**src/rtl/pmw_pkg.sv**
```systemverilog
// Shared types and constants for the Pledge maze walker.
// Holds action, status and heading codes, register indexes and the walk state record.
// No dependencies.
`default_nettype none

package pmw_pkg;

    // Fixed field widths.
    localparam int COORD_BITS_DEFAULT = 4;
    localparam int TURN_BITS          = 12;
    localparam int BUDGET_BITS        = 16;
    localparam int VISIT_BITS         = 3;
    localparam int CFG_INDEX_BITS     = 3;
    localparam int CFG_DATA_BITS      = 16;

    // Limits and reset values.
    localparam logic [VISIT_BITS-1:0]  VISIT_LIMIT  = 3'd4;
    localparam logic [VISIT_BITS-1:0]  VISIT_MAX    = 3'd7;
    localparam logic [VISIT_BITS-1:0]  VISIT_FIRST  = 3'd1;
    localparam logic [BUDGET_BITS-1:0] BUDGET_RESET = 16'd768;
    localparam int                     FINISH_RESET = 15;
    localparam logic signed [TURN_BITS-1:0] TURN_MAX = {1'b0, {(TURN_BITS-1){1'b1}}};
    localparam logic signed [TURN_BITS-1:0] TURN_MIN = {1'b1, {(TURN_BITS-1){1'b0}}};

    // Item function codes.
    localparam logic FUNC_BEGIN = 1'b0;
    localparam logic FUNC_STEP  = 1'b1;

    // Configuration register indexes.
    localparam logic [CFG_INDEX_BITS-1:0] CFG_FOLLOW_LEFT = 3'd0;
    localparam logic [CFG_INDEX_BITS-1:0] CFG_START_X     = 3'd1;
    localparam logic [CFG_INDEX_BITS-1:0] CFG_START_Y     = 3'd2;
    localparam logic [CFG_INDEX_BITS-1:0] CFG_FINISH_X    = 3'd3;
    localparam logic [CFG_INDEX_BITS-1:0] CFG_FINISH_Y    = 3'd4;
    localparam logic [CFG_INDEX_BITS-1:0] CFG_MOVE_BUDGET = 3'd5;

    typedef enum logic [2:0] {
        ACT_NONE       = 3'd0,
        ACT_LEFT       = 3'd1,
        ACT_RIGHT      = 3'd2,
        ACT_MOVE       = 3'd3,
        ACT_LEFT_MOVE  = 3'd4,
        ACT_RIGHT_MOVE = 3'd5
    } action_t;

    typedef enum logic [1:0] {
        ST_RUNNING   = 2'd0,
        ST_FINISH    = 2'd1,
        ST_CYCLING   = 2'd2,
        ST_EXHAUSTED = 2'd3
    } status_t;

    typedef enum logic [1:0] {
        HD_UP    = 2'd0,
        HD_RIGHT = 2'd1,
        HD_DOWN  = 2'd2,
        HD_LEFT  = 2'd3
    } heading_t;

    // Walk state apart from the position, whose width is a module parameter.
    typedef struct packed {
        heading_t                      heading;
        logic signed [TURN_BITS-1:0]   turns;
        logic [BUDGET_BITS-1:0]        moves;
        logic [VISIT_BITS-1:0]         visits;
        status_t                       status;
    } walk_state_t;

endpackage

`default_nettype wire

```
**src/rtl/pledge_maze_walker.sv**
```systemverilog
// Pledge maze walker top level: configuration registers, walk state and result register.
// Instantiates pmw_step for the next-state logic.
// Depends on pmw_pkg and pmw_step.
//
// Usage: each input transaction on the s_ channel is either a begin (s_func = 0), which
// loads the start cell, picks a heading toward the finish and loads the move budget,
// or a step (s_func = 1), which carries three wall sensor bits for the current heading.
// Every input transaction yields exactly one result transaction on the m_ channel,
// giving the action taken, the cell and heading after it, the quarter-turn sum and
// the walk status.
// A result is registered and is valid in the cycle after its input is accepted.
// One transaction is accepted per cycle while results are taken; the walk state register
// feeds the step logic directly, so the next item sees the updated state at once.
// When the receiver stalls, the result is held in the output register and s_ready
// drops until the result is taken; s_ready stays high while the result is being taken.
// The configuration channel is always ready; registers are to be written only while the
// block is idle, which it does not enforce. Writes past the register list are ignored.
// Reset (aresetn low, synchronous) restores the register defaults, clears the walk
// state with an empty budget and empties the output register.
`default_nettype none

module pledge_maze_walker #(
    parameter int COORD_BITS = pmw_pkg::COORD_BITS_DEFAULT
) (
    input  wire logic                                  aclk,
    input  wire logic                                  aresetn,
    // Configuration write channel.
    input  wire logic                                  cfg_valid,
    output logic                                       cfg_ready,
    input  wire logic [pmw_pkg::CFG_INDEX_BITS-1:0]    cfg_index,
    input  wire logic [pmw_pkg::CFG_DATA_BITS-1:0]     cfg_data,
    // Input channel.
    input  wire logic                                  s_valid,
    output logic                                       s_ready,
    input  wire logic                                  s_func,
    input  wire logic                                  s_wall_ahead,
    input  wire logic                                  s_wall_left,
    input  wire logic                                  s_wall_right,
    // Result channel.
    output logic                                       m_valid,
    input  wire logic                                  m_ready,
    output logic [2:0]                                 m_action,
    output logic [COORD_BITS-1:0]                      m_pos_x,
    output logic [COORD_BITS-1:0]                      m_pos_y,
    output logic [1:0]                                 m_heading,
    output logic signed [pmw_pkg::TURN_BITS-1:0]       m_turn_sum,
    output logic [1:0]                                 m_status
);
    import pmw_pkg::*;

    localparam logic [COORD_BITS-1:0] FINISH_DEFAULT = COORD_BITS'(FINISH_RESET);

    logic                     follow_left_reg;
    logic [COORD_BITS-1:0]    start_x_reg, start_y_reg, finish_x_reg, finish_y_reg;
    logic [BUDGET_BITS-1:0]   budget_reg;

    logic [COORD_BITS-1:0]    x_reg, y_reg, x_next, y_next;
    walk_state_t              state_reg, state_next;
    action_t                  action_next;

    logic                     m_valid_reg;
    action_t                  m_action_reg;
    logic [COORD_BITS-1:0]    m_x_reg, m_y_reg;
    heading_t                 m_heading_reg;
    logic signed [TURN_BITS-1:0] m_turns_reg;
    status_t                  m_status_reg;

    logic in_fire;
    logic cfg_fire;

    assign cfg_ready = 1'b1;
    assign cfg_fire  = cfg_valid && cfg_ready;
    assign s_ready   = !m_valid_reg || m_ready;
    assign in_fire   = s_valid && s_ready;

    // Configuration registers.
    always_ff @(posedge aclk) begin
        if (!aresetn) begin
            follow_left_reg <= 1'b0;
            start_x_reg     <= '0;
            start_y_reg     <= '0;
            finish_x_reg    <= FINISH_DEFAULT;
            finish_y_reg    <= FINISH_DEFAULT;
            budget_reg      <= BUDGET_RESET;
        end else if (cfg_fire) begin
            unique case (cfg_index)
                CFG_FOLLOW_LEFT: follow_left_reg <= cfg_data[0];
                CFG_START_X:     start_x_reg     <= COORD_BITS'(cfg_data);
                CFG_START_Y:     start_y_reg     <= COORD_BITS'(cfg_data);
                CFG_FINISH_X:    finish_x_reg    <= COORD_BITS'(cfg_data);
                CFG_FINISH_Y:    finish_y_reg    <= COORD_BITS'(cfg_data);
                CFG_MOVE_BUDGET: budget_reg      <= cfg_data;
                default: ;
            endcase
        end
    end

    pmw_step #(
        .COORD_BITS (COORD_BITS)
    ) u_step (
        .state_in    (state_reg),
        .cur_x       (x_reg),
        .cur_y       (y_reg),
        .follow_left (follow_left_reg),
        .start_x     (start_x_reg),
        .start_y     (start_y_reg),
        .finish_x    (finish_x_reg),
        .finish_y    (finish_y_reg),
        .budget      (budget_reg),
        .func        (s_func),
        .wall_ahead  (s_wall_ahead),
        .wall_left   (s_wall_left),
        .wall_right  (s_wall_right),
        .state_out   (state_next),
        .nxt_x       (x_next),
        .nxt_y       (y_next),
        .action      (action_next)
    );

    // Walk state advances on every accepted transaction.
    always_ff @(posedge aclk) begin
        if (!aresetn) begin
            x_reg            <= '0;
            y_reg            <= '0;
            state_reg.heading <= HD_UP;
            state_reg.turns  <= '0;
            state_reg.moves  <= '0;
            state_reg.visits <= VISIT_FIRST;
            state_reg.status <= ST_RUNNING;
        end else if (in_fire) begin
            x_reg     <= x_next;
            y_reg     <= y_next;
            state_reg <= state_next;
        end
    end

    // Result register valid flag.
    always_ff @(posedge aclk) begin
        if (!aresetn) begin
            m_valid_reg <= 1'b0;
        end else if (s_ready) begin
            m_valid_reg <= s_valid;
        end
    end

    // Result payload, loaded with each accepted transaction.
    always_ff @(posedge aclk) begin
        if (in_fire) begin
            m_action_reg  <= action_next;
            m_x_reg       <= x_next;
            m_y_reg       <= y_next;
            m_heading_reg <= state_next.heading;
            m_turns_reg   <= state_next.turns;
            m_status_reg  <= state_next.status;
        end
    end

    assign m_valid    = m_valid_reg;
    assign m_action   = m_action_reg;
    assign m_pos_x    = m_x_reg;
    assign m_pos_y    = m_y_reg;
    assign m_heading  = m_heading_reg;
    assign m_turn_sum = m_turns_reg;
    assign m_status   = m_status_reg;

    // A step after the walk has ended leaves the walk state untouched.
    a_ended_holds: assert property (@(posedge aclk) disable iff (!aresetn)
        in_fire && s_func == FUNC_STEP && state_reg.status != ST_RUNNING
        |=> $stable(x_reg) && $stable(y_reg) && $stable(state_reg))
        else $error("walk state changed after the walk ended");

    // A begin clears the turn sum and the visit count.
    a_begin_clears: assert property (@(posedge aclk) disable iff (!aresetn)
        in_fire && s_func == FUNC_BEGIN
        |=> state_reg.turns == '0 && state_reg.visits == VISIT_FIRST)
        else $error("begin did not clear the turn sum or visits");

    // The budget only shrinks during steps, and by at most one.
    a_budget_down: assert property (@(posedge aclk) disable iff (!aresetn)
        in_fire && s_func == FUNC_STEP
        |=> state_reg.moves == $past(state_reg.moves)
            || state_reg.moves == $past(state_reg.moves) - 1'b1)
        else $error("move budget changed by more than one move");

    // The result register reflects the state written with it.
    a_result_matches: assert property (@(posedge aclk) disable iff (!aresetn)
        in_fire |=> m_valid && m_pos_x == x_reg && m_pos_y == y_reg
            && m_status == state_reg.status)
        else $error("result does not match the walk state");

    // The visit count never falls to zero.
    a_visits_nonzero: assert property (@(posedge aclk) disable iff (!aresetn)
        state_reg.visits != '0)
        else $error("start visit count is zero");

endmodule

`default_nettype wire

```
**src/rtl/pmw_step.sv**
```systemverilog
// Next-state logic of the Pledge maze walker for one transaction.
// Purely combinational: begin handling, wall-following decision, move and status checks.
// Depends on pmw_pkg.
`default_nettype none

module pmw_step #(
    parameter int COORD_BITS = pmw_pkg::COORD_BITS_DEFAULT
) (
    input  wire pmw_pkg::walk_state_t      state_in,
    input  wire logic [COORD_BITS-1:0]     cur_x,
    input  wire logic [COORD_BITS-1:0]     cur_y,
    input  wire logic                      follow_left,
    input  wire logic [COORD_BITS-1:0]     start_x,
    input  wire logic [COORD_BITS-1:0]     start_y,
    input  wire logic [COORD_BITS-1:0]     finish_x,
    input  wire logic [COORD_BITS-1:0]     finish_y,
    input  wire logic [pmw_pkg::BUDGET_BITS-1:0] budget,
    input  wire logic                      func,
    input  wire logic                      wall_ahead,
    input  wire logic                      wall_left,
    input  wire logic                      wall_right,
    output pmw_pkg::walk_state_t           state_out,
    output logic [COORD_BITS-1:0]          nxt_x,
    output logic [COORD_BITS-1:0]          nxt_y,
    output pmw_pkg::action_t               action
);
    import pmw_pkg::*;

    localparam logic [COORD_BITS-1:0] COORD_MAX = '1;

    logic signed [COORD_BITS:0] dx, dy;
    logic [COORD_BITS:0]        ax, ay;
    heading_t                   init_heading;
    logic                       do_left, do_right, do_move;
    heading_t                   hd_turned;
    logic signed [TURN_BITS-1:0] turns_turned;
    logic [COORD_BITS-1:0]      mx, my;
    logic [VISIT_BITS-1:0]      visits_moved;
    logic [BUDGET_BITS-1:0]     moves_moved;

    // Initial heading points toward the finish; ties go horizontal.
    assign dx = $signed({1'b0, finish_x}) - $signed({1'b0, start_x});
    assign dy = $signed({1'b0, finish_y}) - $signed({1'b0, start_y});
    assign ax = dx[COORD_BITS] ? $unsigned(-dx) : $unsigned(dx);
    assign ay = dy[COORD_BITS] ? $unsigned(-dy) : $unsigned(dy);

    always_comb begin
        if (ay > ax) begin
            init_heading = dy[COORD_BITS] ? HD_UP : HD_DOWN;
        end else begin
            init_heading = dx[COORD_BITS] ? HD_LEFT : HD_RIGHT;
        end
    end

    // Wall-following decision for a step while the walk runs.
    always_comb begin
        do_left  = 1'b0;
        do_right = 1'b0;
        do_move  = 1'b0;
        action   = ACT_NONE;
        if (func == FUNC_STEP && state_in.status == ST_RUNNING && state_in.moves != '0) begin
            if (follow_left) begin
                if (state_in.turns != '0 && !wall_left) begin
                    do_left = 1'b1;
                    do_move = 1'b1;
                    action  = ACT_LEFT_MOVE;
                end else if (!wall_ahead) begin
                    do_move = 1'b1;
                    action  = ACT_MOVE;
                end else begin
                    do_right = 1'b1;
                    action   = ACT_RIGHT;
                end
            end else begin
                if (state_in.turns != '0 && !wall_right) begin
                    do_right = 1'b1;
                    do_move  = 1'b1;
                    action   = ACT_RIGHT_MOVE;
                end else if (!wall_ahead) begin
                    do_move = 1'b1;
                    action  = ACT_MOVE;
                end else begin
                    do_left = 1'b1;
                    action  = ACT_LEFT;
                end
            end
        end
    end

    // Turn in place with a saturating quarter-turn sum.
    always_comb begin
        hd_turned    = state_in.heading;
        turns_turned = state_in.turns;
        if (do_left) begin
            hd_turned = heading_t'(state_in.heading - 2'd1);
            if (state_in.turns != TURN_MAX) begin
                turns_turned = state_in.turns + 12'sd1;
            end
        end else if (do_right) begin
            hd_turned = heading_t'(state_in.heading + 2'd1);
            if (state_in.turns != TURN_MIN) begin
                turns_turned = state_in.turns - 12'sd1;
            end
        end
    end

    // One cell along the new heading, held at the grid edges.
    always_comb begin
        mx = cur_x;
        my = cur_y;
        case (hd_turned)
            HD_UP:    if (cur_y != '0)       my = cur_y - 1'b1;
            HD_RIGHT: if (cur_x != COORD_MAX) mx = cur_x + 1'b1;
            HD_DOWN:  if (cur_y != COORD_MAX) my = cur_y + 1'b1;
            default:  if (cur_x != '0)       mx = cur_x - 1'b1;
        endcase
    end

    assign visits_moved = (mx == start_x && my == start_y && state_in.visits < VISIT_MAX) ?
                          state_in.visits + 1'b1 : state_in.visits;
    assign moves_moved  = state_in.moves - 1'b1;

    // Select the next state.
    always_comb begin
        state_out = state_in;
        nxt_x     = cur_x;
        nxt_y     = cur_y;
        if (func == FUNC_BEGIN) begin
            nxt_x             = start_x;
            nxt_y             = start_y;
            state_out.heading = init_heading;
            state_out.turns   = '0;
            state_out.moves   = budget;
            state_out.visits  = VISIT_FIRST;
            state_out.status  = (budget == '0) ? ST_EXHAUSTED : ST_RUNNING;
        end else if (state_in.status != ST_RUNNING) begin
            state_out = state_in;
        end else if (state_in.moves == '0) begin
            state_out.status = ST_EXHAUSTED;
        end else begin
            state_out.heading = hd_turned;
            state_out.turns   = turns_turned;
            if (do_move) begin
                nxt_x            = mx;
                nxt_y            = my;
                state_out.visits = visits_moved;
                state_out.moves  = moves_moved;
                if (visits_moved > VISIT_LIMIT) begin
                    state_out.status = ST_CYCLING;
                end else if (mx == finish_x && my == finish_y) begin
                    state_out.status = ST_FINISH;
                end else if (moves_moved == '0) begin
                    state_out.status = ST_EXHAUSTED;
                end
            end
        end
    end

endmodule

`default_nettype wire

```
**config.mk**
```make
export PLATFORM = sky130hd
export DESIGN_NAME = pledge_maze_walker
export DESIGN_NICKNAME = d
export VERILOG_FILES = /design/src/rtl/pmw_pkg.sv /design/src/rtl/pledge_maze_walker.sv /design/src/rtl/pmw_step.sv
export SDC_FILE = /design/constraint.sdc
export NUM_CORES = 1
export LEC_CHECK = 0
export ABC_AREA = 1
export BUFFER_PORTS_ARGS = -buffer_cell sky130_fd_sc_hd__buf_2
export CAP_MARGIN = 0
export CORE_ASPECT_RATIO = 1.2
export CORE_UTILIZATION = 40
export DETAILED_ROUTE_END_ITERATION = 12
export PLACE_DENSITY = 0.61
export SYNTH_ARGS = -nofsm -noshare
export SYNTH_HDL_FRONTEND = slang
export SYNTH_SLANG_ARGS = --single-unit
```
**constraint.sdc**
```tcl
create_clock -name aclk -period 3.86 [get_ports aclk]
set_input_delay 0.193 -clock aclk [delete_from_list [all_inputs] [get_ports aclk]]
set_output_delay 0.193 -clock aclk [all_outputs]
set_load 0.02 [all_outputs]
```
==> flow_metrics.py, run 1 <==
metrics = {
    "run_status": {
        "run_status": "completed",
    },
    "global_route": {
        "grt_usage_pct": 19.7,
        "grt_pass1_vias": 5542,
        "grt_util_met2_pct": 32.0,
        "antenna_found_initial": 0,
        "grt.busiest_layer": "met2",
        "grt_max_degree": 50,
        "groute.layer.met1.usage_pct": 26.8,
        "grt.overflow.total": 0,
        "use_met3_pct": 2.98,
        "first_pass_grt_wire_length_um": 27200,
    },
    "clocking": {
        "cts_num_sinks": 104,
        "htree_num_levels": 3,
        "cts-buffers-inserted": 9,
        "cts_tree": "built",
        "worst_setup_hold_path_clk_slew_ns": 0.08,
        "max-clock-path-buffers": 2,
        "worstSkewPairLatency_ns": 0.36,
        "root_buffer": "sky130_fd_sc_hd__clkbuf_16",
    },
    "cells_and_area": {
        "final_area_mm2": 0.00746,
        "finalNetCount": 1028,
        "antenna_cells_inserted": 0,
        "drive_gt1_share_pct": 13.7,
        "n_fill_cell": 1693,
        "layout-area-overhead-vs-synth_pct": 11.7,
        "largest_register_ff_count": 35,
        "final_cells": 1191,
    },
    "timing": {
        "hold_viol": 0,
        "max_freq_mhz": 293,
        "worstMarginPinSlew_ns": 1.25,
        "slew_violations": 0,
        "final.min_clock_period_ns": 3.42,
        "skew_ns": 0.0139,
        "grt_setup_unrepaired": "false",
        "hold_ws_ns": 0.0492,
        "report.final.setup_viol": 0,
        "tns_ns": 0,
        "post-route-period-util_pct": 88.5,
        "slew-limit-headroom_pct": 16.4,
    },
    "yosys": {
        "yosys_warnings": 0,
        "synth.net_count": 983,
        "syn_area_per_cell_um2": 7.19,
        "netlist_top_cells_area": "sky130_fd_sc_hd__dfxtp_1 (23%), sky130_fd_sc_hd__edfxtp_1 (12%), sky130_fd_sc_hd__nand2_1 (9.7%)",
        "netlist-cell-type-count": 46,
        "postSynth.topFlopCell": "sky130_fd_sc_hd__dfxtp_1",
        "netlist.top_cell.by_area": "sky130_fd_sc_hd__dfxtp_1",
        "synth-seq-cells": 104,
        "number_of_synthesized_flops_with_an_enable_pin": 27,
        "synth_top_area_share_pct": 23.1,
        "synthCells": 929,
        "synth_sequential_area_ratio_pct": 35.2,
        "asyncSetResetFlopFracSynth_pct": 0,
        "total_standard_cell_area_after_synthesis_mm2": 0.00668,
    },
    "detailed_routing": {
        "detail_route.wl_per_cell_um": 13.7,
        "routed-via-count": 6107,
        "remaining_drc_errors": 0,
        "ant_nets": 0,
        "drt_wl_total_um": 16300,
        "drt_pre_antenna_iters": 4,
        "vias_per_cell": 5.13,
        "first_iter_violations": 296,
    },
    "worst_setup_path": {
        "critPathMostFrequentCell": "sky130_fd_sc_hd__o21ai_0",
        "worstPathMaxFanout": 5,
        "critPathCaptureType": "flip-flop",
        "worst_r2r_endpoint": "state_reg[34]$_SDFFE_PN0P_",
        "critPathLaunch": "finish_y_reg[0]$_SDFFE_PN1P_",
        "timing.rr.start": "finish_y_reg[0]$_SDFFE_PN1P_",
        "critical_path.n_buffers_inverters": 3,
        "setup.worst_path.class": "flip-flop to flip-flop",
        "critical_path.startpoint_type": "flip-flop",
        "path_cells": "inv_1, ha_1, inv_1, fa_1, a31oi_1, o21ai_0, xor2_1, ha_1, nand4_1, o21ai_0, nand2_1, o211ai_1, o21ai_0, o21ai_0, inv_1",
        "critPathTopFamily": "compound AO/OA/AOI/OAI gates",
        "critical_path_destination": "state_reg[34]$_SDFFE_PN0P_",
        "r2r_setup_slack_ns": 0.44,
        "critical_path.slowest_cell": "sky130_fd_sc_hd__o21ai_0",
        "critPathRequiredTime_ns": 4.12,
        "slowest_delay_ns": 0.41,
        "cp_data_arrival_time_ns": 3.68,
        "worstSetupPathDepth": 15,
        "timing.reg2reg.worst_path_depth": 15,
    },
    "min_path": {
        "worstHoldPathType": "input port to flip-flop",
        "worst_hold_path.num_cells": 3,
        "worstHoldStart": "cfg_data[8]",
    },
    "power_and_ir_drop": {
        "power.ir.vdd_worst_v": 0.000220,
        "finalPower_uw": 3250,
        "internal_power_uw": 2070,
        "leakagePower_uw": 0.00335,
        "seq_power_share_pct": 39.2,
        "power.switching_uw": 1170,
        "combinational_power_share_pct": 31.6,
        "netSwitchingFraction_pct": 36.1,
        "pwr_density_cell_mw_per_mm2": 436,
        "clockPowerShare_pct": 29.2,
    },
    "floorplanning": {
        "io-pin-count": 58,
        "initial_utilization_pct": 41.0,
        "die_area_mm2": 0.0172,
        "floorplan.core_area_mm2": 0.0163,
        "die_height_um": 144,
        "dieWidth_um": 120,
        "placement_rows": 51,
    },
    "place": {
        "placement.io_buffers": 56,
        "dpl.cell_count": 1174,
        "dp_hpwl_um": 12000,
        "detailed_place.area_mm2": 0.00714,
        "place_congestion": 0.884,
    },
    "flow_run": {
        "cap_viol_max_count": 0,
    },
}
## per-stage QoR
step | setup WS (ns) | util (%)
3_5_place_dp | 0.275 | 43.9
3_3_place_gp | 0.390 | 43.9
4_1_cts | 0.265 | 45.7
5_1_grt | 0.0657 | 45.8
6_report | 0.445 | 45.8
2_1_floorplan | 0.921 | -
## repair_timing
item,4_1_cts,5_1_grt
hold buffers,0,0
setup buffers,0,1
setup endpoints to repair,0,4
gates resized for setup,0,2
## worst min-delay path, delay by kind of cell
| kind | cells | cell delay, ns |
|---|---|---|
| AOI/OAI and AO/OA | 1 | 0.06 |
| buffers and inverters | 1 | 0.08 |
| and+or+nand+nor | 1 | 0.04 |
## placed cells by master, fill, tap and decap left out, types with 10 or more instances in the layout
cell type,instances
sky130_fd_sc_hd__nand2_2,12
sky130_fd_sc_hd__o21ai_0,71
sky130_fd_sc_hd__nor2_1,83
sky130_fd_sc_hd__dfxtp_1,77
sky130_fd_sc_hd__nand3_1,64
sky130_fd_sc_hd__a21oi_1,70
sky130_fd_sc_hd__edfxtp_1,27
sky130_fd_sc_hd__a211oi_1,11
sky130_fd_sc_hd__nand3_2,12
sky130_fd_sc_hd__nand2_1,173
sky130_fd_sc_hd__buf_4,12
sky130_fd_sc_hd__ha_1,24
sky130_fd_sc_hd__xor2_1,35
sky130_fd_sc_hd__inv_1,121
sky130_fd_sc_hd__nand4_1,14
sky130_fd_sc_hd__buf_2,56
sky130_fd_sc_hd__xnor2_1,10
sky130_fd_sc_hd__nor3_1,16
## power by group through the flow
| stage | registers (uW) | logic (uW) | clock network [uW] |
|---|---|---|---|
| floorplan | 1320 | 762 | 0 |
| global placement | 1300 | 1010 | 0 |
| detailed placement | 1300 | 1010 | 0 |
| CTS | 1270 | 1020 | 971 |
| global route | 1280 | 1160 | 1020 |
| finish | 1270 | 1030 | 949 |
## cell usage after synthesis, types with 12 or more instances
master and n:
sky130_fd_sc_hd__edfxtp_1 27, sky130_fd_sc_hd__dfxtp_1 77, sky130_fd_sc_hd__o21ai_0 71, sky130_fd_sc_hd__inv_1 122, sky130_fd_sc_hd__ha_1 24, sky130_fd_sc_hd__nand4_1 14, sky130_fd_sc_hd__nor3_1 16, sky130_fd_sc_hd__xor2_1 35
sky130_fd_sc_hd__nand2_1 173, sky130_fd_sc_hd__a21oi_1 70, sky130_fd_sc_hd__nand2_2 13, sky130_fd_sc_hd__nor2_1 83, sky130_fd_sc_hd__nand3_1 64, sky130_fd_sc_hd__nand3_2 12, sky130_fd_sc_hd__clkbuf_1 25
## layer usage
| metal | up-vias | wire (um) | part of all wire [%] |
|---|---|---|---|
| met5 | - | 0 | 0 |
| met3 | 16 | 758 | 4.6 |
| met1 | 2794 | 7830 | 48 |
| li1 | 3163 | - | - |
| met4 | 0 | 233 | 1.4 |
| met2 | 134 | 7510 | 46 |
## cells by family after synthesis
kind of cell    share of synthesized area, %
simple gates                            28.3
compound gates                          15.5
buf+inv                                 9.93
flops                                   35.2
xor+xnor                                5.90
fa+ha+maj                               5.10
other cells                           0.0562
## how the worst min path moves through the flow
| stage | slack (ns) | to |
|---|---|---|
| 2_1_floorplan | 0.32 | finish_x_reg[1]$_SDFFE_PN1P_ |
| 3_5_place_dp | 0.42 | budget_reg[6]$_SDFFE_PN0P_ |
| 5_1_grt | 0.06 | budget_reg[8]$_SDFFE_PN1P_ |
| 3_3_place_gp | 0.41 | budget_reg[8]$_SDFFE_PN1P_ |
| 4_1_cts | 0.04 | budget_reg[6]$_SDFFE_PN0P_ |
| 6_report | 0.05 | budget_reg[8]$_SDFFE_PN1P_ |
## final cells by class
class                           instances  area [um2]  area share, %
Clock buffer                           10         229           3.07
Clock inverter                          6        73.8          0.990
Inverter                              132         498           6.68
Multi-Input combinational cell        659        3670           49.2
Sequential cell                       104        2350           31.5
Tap cell                              212         265           3.56
Timing Repair Buffer                   68         370           4.97
(Power assumes the default switching activity.)
==> run 2: changes to the inputs <==
--- a/config.mk
+++ b/config.mk
@@ -12,6 +12,8 @@
 export CORE_UTILIZATION = 40
 export DETAILED_ROUTE_END_ITERATION = 12
 export PLACE_DENSITY = 0.61
+export RECOVER_POWER = 100
 export SYNTH_ARGS = -nofsm -noshare
 export SYNTH_HDL_FRONTEND = slang
+export SYNTH_HIERARCHICAL = 1
 export SYNTH_SLANG_ARGS = --single-unit
==> constraint.sdc (replaced) <==
create_clock -name aclk -period 3.5 [get_ports aclk]
set_input_delay 0.175 -clock aclk [delete_from_list [all_inputs] [get_ports aclk]]
set_output_delay 0.175 -clock aclk [all_outputs]
set_load 0.02 [all_outputs]
==> run 2 against run 1 <==
Effect of this change: final area increased by 18%; maximum frequency increased by 5.8%; die area increased by 14%; synthesized cell count increased by 22%; first-iteration DRC count increased by 72%; register-to-register slack got worse by 0.17 ns; setup slack got worse by 0.17 ns; critical path depth increased by 17; clock-buffer cell count unchanged; flip-flop and latch count unchanged; sequential share of layout area decreased by 4.7 points; routed wire length increased by 21%; highest routed layer unchanged.
==> flow_metrics.py, run 2 <==
metrics = {
    "run_status": {
        "run_status": "completed",
    },
    "clocking": {
        "worstSkewPairLatency_ns": 0.36,
        "root_buffer": "sky130_fd_sc_hd__clkbuf_16",
        "worst_setup_hold_path_clk_slew_ns": 0.07,
        "hold_buffers": 0,
        "htree_num_levels": 3,
        "max-clock-path-buffers": 2,
        "cts_tree": "built",
        "cts_num_sinks": 104,
        "cts-buffers-inserted": 9,
    },
    "worst_setup_path": {
        "critPathCaptureType": "flip-flop",
        "critPathRequiredTime_ns": 3.76,
        "timing.reg2reg.worst_path_depth": 32,
        "critPathTopFamily": "simple AND/OR/NAND/NOR gates",
        "timing.rr.start": "state_reg[22]$_SDFFE_PN0P_",
        "r2r_setup_slack_ns": 0.27,
        "cp_data_arrival_time_ns": 3.48,
        "critical_path.startpoint_type": "flip-flop",
        "worst_r2r_endpoint": "state_reg[0]$_SDFFE_PN0P_",
        "worstPathMaxFanout": 8,
        "critical_path.n_buffers_inverters": 2,
        "setup.worst_path.class": "flip-flop to flip-flop",
        "worstSetupPathDepth": 32,
        "critPathMostFrequentCell": "sky130_fd_sc_hd__nand2_1",
        "slowest_delay_ns": 0.34,
        "critical_path.slowest_cell": "sky130_fd_sc_hd__dfxtp_2",
    },
    "yosys": {
        "yosys_warnings": 6,
        "ys_top_cells_by_count": "sky130_fd_sc_hd__nand2_1 (244), sky130_fd_sc_hd__nor2_1 (195), sky130_fd_sc_hd__inv_1 (116)",
        "asyncSetResetFlopFracSynth_pct": 0,
        "synth.net_count": 1187,
        "netlist.top_cell.by_area": "sky130_fd_sc_hd__dfxtp_1",
        "synthCells": 1133,
        "synth-seq-cells": 104,
        "synth_sequential_area_ratio_pct": 30.8,
        "synth_top_area_share_pct": 20.2,
        "netlist_top_cells_area": "sky130_fd_sc_hd__dfxtp_1 (20%), sky130_fd_sc_hd__nand2_1 (12%), sky130_fd_sc_hd__edfxtp_1 (11%)",
        "postSynth.topFlopCell": "sky130_fd_sc_hd__dfxtp_1",
        "post-synth-top-count-cell": "sky130_fd_sc_hd__nand2_1",
        "number_of_synthesized_flops_with_an_enable_pin": 27,
        "netlist-cell-type-count": 52,
        "syn_area_per_cell_um2": 6.75,
        "total_standard_cell_area_after_synthesis_mm2": 0.00764,
    },
    "detailed_routing": {
        "drt_pre_antenna_iters": 5,
        "detail_route.wl_per_cell_um": 13.5,
        "routed-via-count": 7313,
        "remaining_drc_errors": 0,
        "first_iter_violations": 509,
        "vias_per_cell": 5.01,
        "drt_wl_total_um": 19700,
        "ant_nets": 0,
    },
    "cells_and_area": {
        "most-common-layout-cells": "sky130_fd_sc_hd__nand2_1 (233), sky130_fd_sc_hd__nor2_1 (193), sky130_fd_sc_hd__inv_1 (113), sky130_fd_sc_hd__nand3_1 (74), sky130_fd_sc_hd__dfxtp_1 (74)",
        "final_cells": 1461,
        "finalNetCount": 1254,
        "mostFrequentLayoutCell": "sky130_fd_sc_hd__nand2_1",
        "largest_register_ff_count": 35,
        "n_fill_cell": 1999,
        "layout-area-overhead-vs-synth_pct": 14.8,
        "drive_gt1_share_pct": 15.8,
        "multiInputGateArea_mm2": 0.00476,
        "antenna_cells_inserted": 0,
        "final-seq-area_mm2": 0.00236,
    },
    "floorplanning": {
        "dieWidth_um": 128,
        "io-pin-count": 58,
        "die_height_um": 153,
        "die_area_mm2": 0.0197,
        "placement_rows": 55,
        "initial_utilization_pct": 40.7,
        "floorplan.core_area_mm2": 0.0188,
    },
    "min_path": {
        "whs_endpoint": "budget_reg[8]$_SDFFE_PN1P_",
        "worstHoldStart": "cfg_data[8]",
        "worst_hold_path.num_cells": 3,
        "worstHoldPathType": "input port to flip-flop",
    },
    "power_and_ir_drop": {
        "pwr_density_cell_mw_per_mm2": 433,
        "seq_power_share_pct": 37.0,
        "netSwitchingFraction_pct": 38.2,
        "power.ir.vdd_worst_v": 0.000273,
        "internal_power_uw": 2350,
        "leakagePower_uw": 0.00394,
        "power.switching_uw": 1450,
        "clockPowerShare_pct": 25.1,
        "combinational_power_share_pct": 37.9,
    },
    "timing": {
        "hold_viol": 0,
        "slew_violations": 0,
        "report.final.setup_viol": 0,
        "final.min_clock_period_ns": 3.23,
        "grt_setup_unrepaired": "true",
        "hold_ws_ns": 0.0324,
        "tns_ns": 0,
        "post-route-period-util_pct": 92.2,
        "worstMarginPinSlew_ns": 1.15,
        "skew_ns": 0.00825,
        "slew-limit-headroom_pct": 22.8,
        "max_freq_mhz": 310,
    },
    "place": {
        "placement.io_buffers": 56,
        "place_congestion": 0.945,
        "dpl.cell_count": 1432,
        "dp_hpwl_um": 14200,
    },
    "flow_run": {
        "cap_viol_max_count": 0,
    },
    "global_route": {
        "grt.overflow.total": 0,
        "antenna_found_initial": 0,
        "grt_max_degree": 45,
        "first_pass_grt_wire_length_um": 32500,
        "grt_usage_pct": 20.6,
        "grt_pass1_vias": 6681,
    },
}
-- run 2: layer usage --
metal  share of wire [%]  global-route usage [%]  up-vias
met5                   0                       0        -
met4                 1.7                    6.67        0
met3                 3.5                    1.82       23
met2                  46                    33.9      146
met1                  48                    28.2     3335
li1                    -                       -     3809
-- run 2: cell type report --
cell class / instances / area share, %
Clock buffer: 10 / 2.61
Clock inverter: 6 / 0.499
Inverter: 128 / 5.56
Multi-Input combinational cell: 858 / 54.2
Sequential cell: 104 / 26.8
Tap cell: 256 / 3.65
Timing Repair Buffer: 99 / 6.63
-- run 2: through the flow --
step | area, um2 | power [uW] | setup slack, ns | utilization (%)
2_1_floorplan | 7640 | 2430 | 0.443 | -
3_3_place_gp | 8230 | 2730 | 0.151 | 43.8
3_5_place_dp | 8230 | 2730 | 0.0501 | 43.8
4_1_cts | 8510 | 3700 | 0.0286 | 45.3
5_1_grt | 8780 | 4060 | -0.0559 | 46.7
6_report | 8780 | 3800 | 0.273 | 46.7
-- run 2: tightest hold or removal path, stage by stage --
cell                      delay (ns)
sky130_fd_sc_hd__buf_2          0.08
sky130_fd_sc_hd__nand2_1        0.05
sky130_fd_sc_hd__nand3_1        0.06
-- run 2: power groups by stage --
stage	combinational, uW	clock, uW	sequential, uW
3_5_place_dp	1300	0	1430
4_1_cts	1310	983	1400
6_report	1440	953	1410
2_1_floorplan	964	0	1460
5_1_grt	1610	1030	1420
3_3_place_gp	1300	0	1430
-- run 2: worst max path at each step --
| stage | from | end | slack [ns] |
|---|---|---|---|
| after floorplan | state_reg[5]$_SDFFE_PN0P_ | state_reg[0]$_SDFFE_PN0P_ | 0.44 |
| after global placement | state_reg[6]$_SDFFE_PN0P_ | state_reg[0]$_SDFFE_PN0P_ | 0.15 |
| after detailed placement | state_reg[6]$_SDFFE_PN0P_ | state_reg[1]$_SDFFE_PN0P_ | 0.05 |
| after CTS | state_reg[6]$_SDFFE_PN0P_ | state_reg[1]$_SDFFE_PN0P_ | 0.03 |
| after global routing | state_reg[22]$_SDFFE_PN0P_ | state_reg[0]$_SDFFE_PN0P_ | -0.06 |
| final | state_reg[22]$_SDFFE_PN0P_ | state_reg[0]$_SDFFE_PN0P_ | 0.27 |
-- run 2: kinds of logic after synthesis --
family / Yosys count / share of synthesized area [%]
flops: 104 / 30.8
compound gates: 124 / 8.99
fa+ha+maj: 26 / 4.45
xor+xnor: 37 / 4.24
buf+inv: 172 / 9.72
other cells: 1 / 0.0491
simple gates: 669 / 41.8
-- run 2: what timing repair did --
| action | CTS | global route |
|---|---|---|
| gates resized for setup | 0 | 52 |
| setup buffers | 0 | 12 |
| setup endpoints to repair | 0 | 8 |
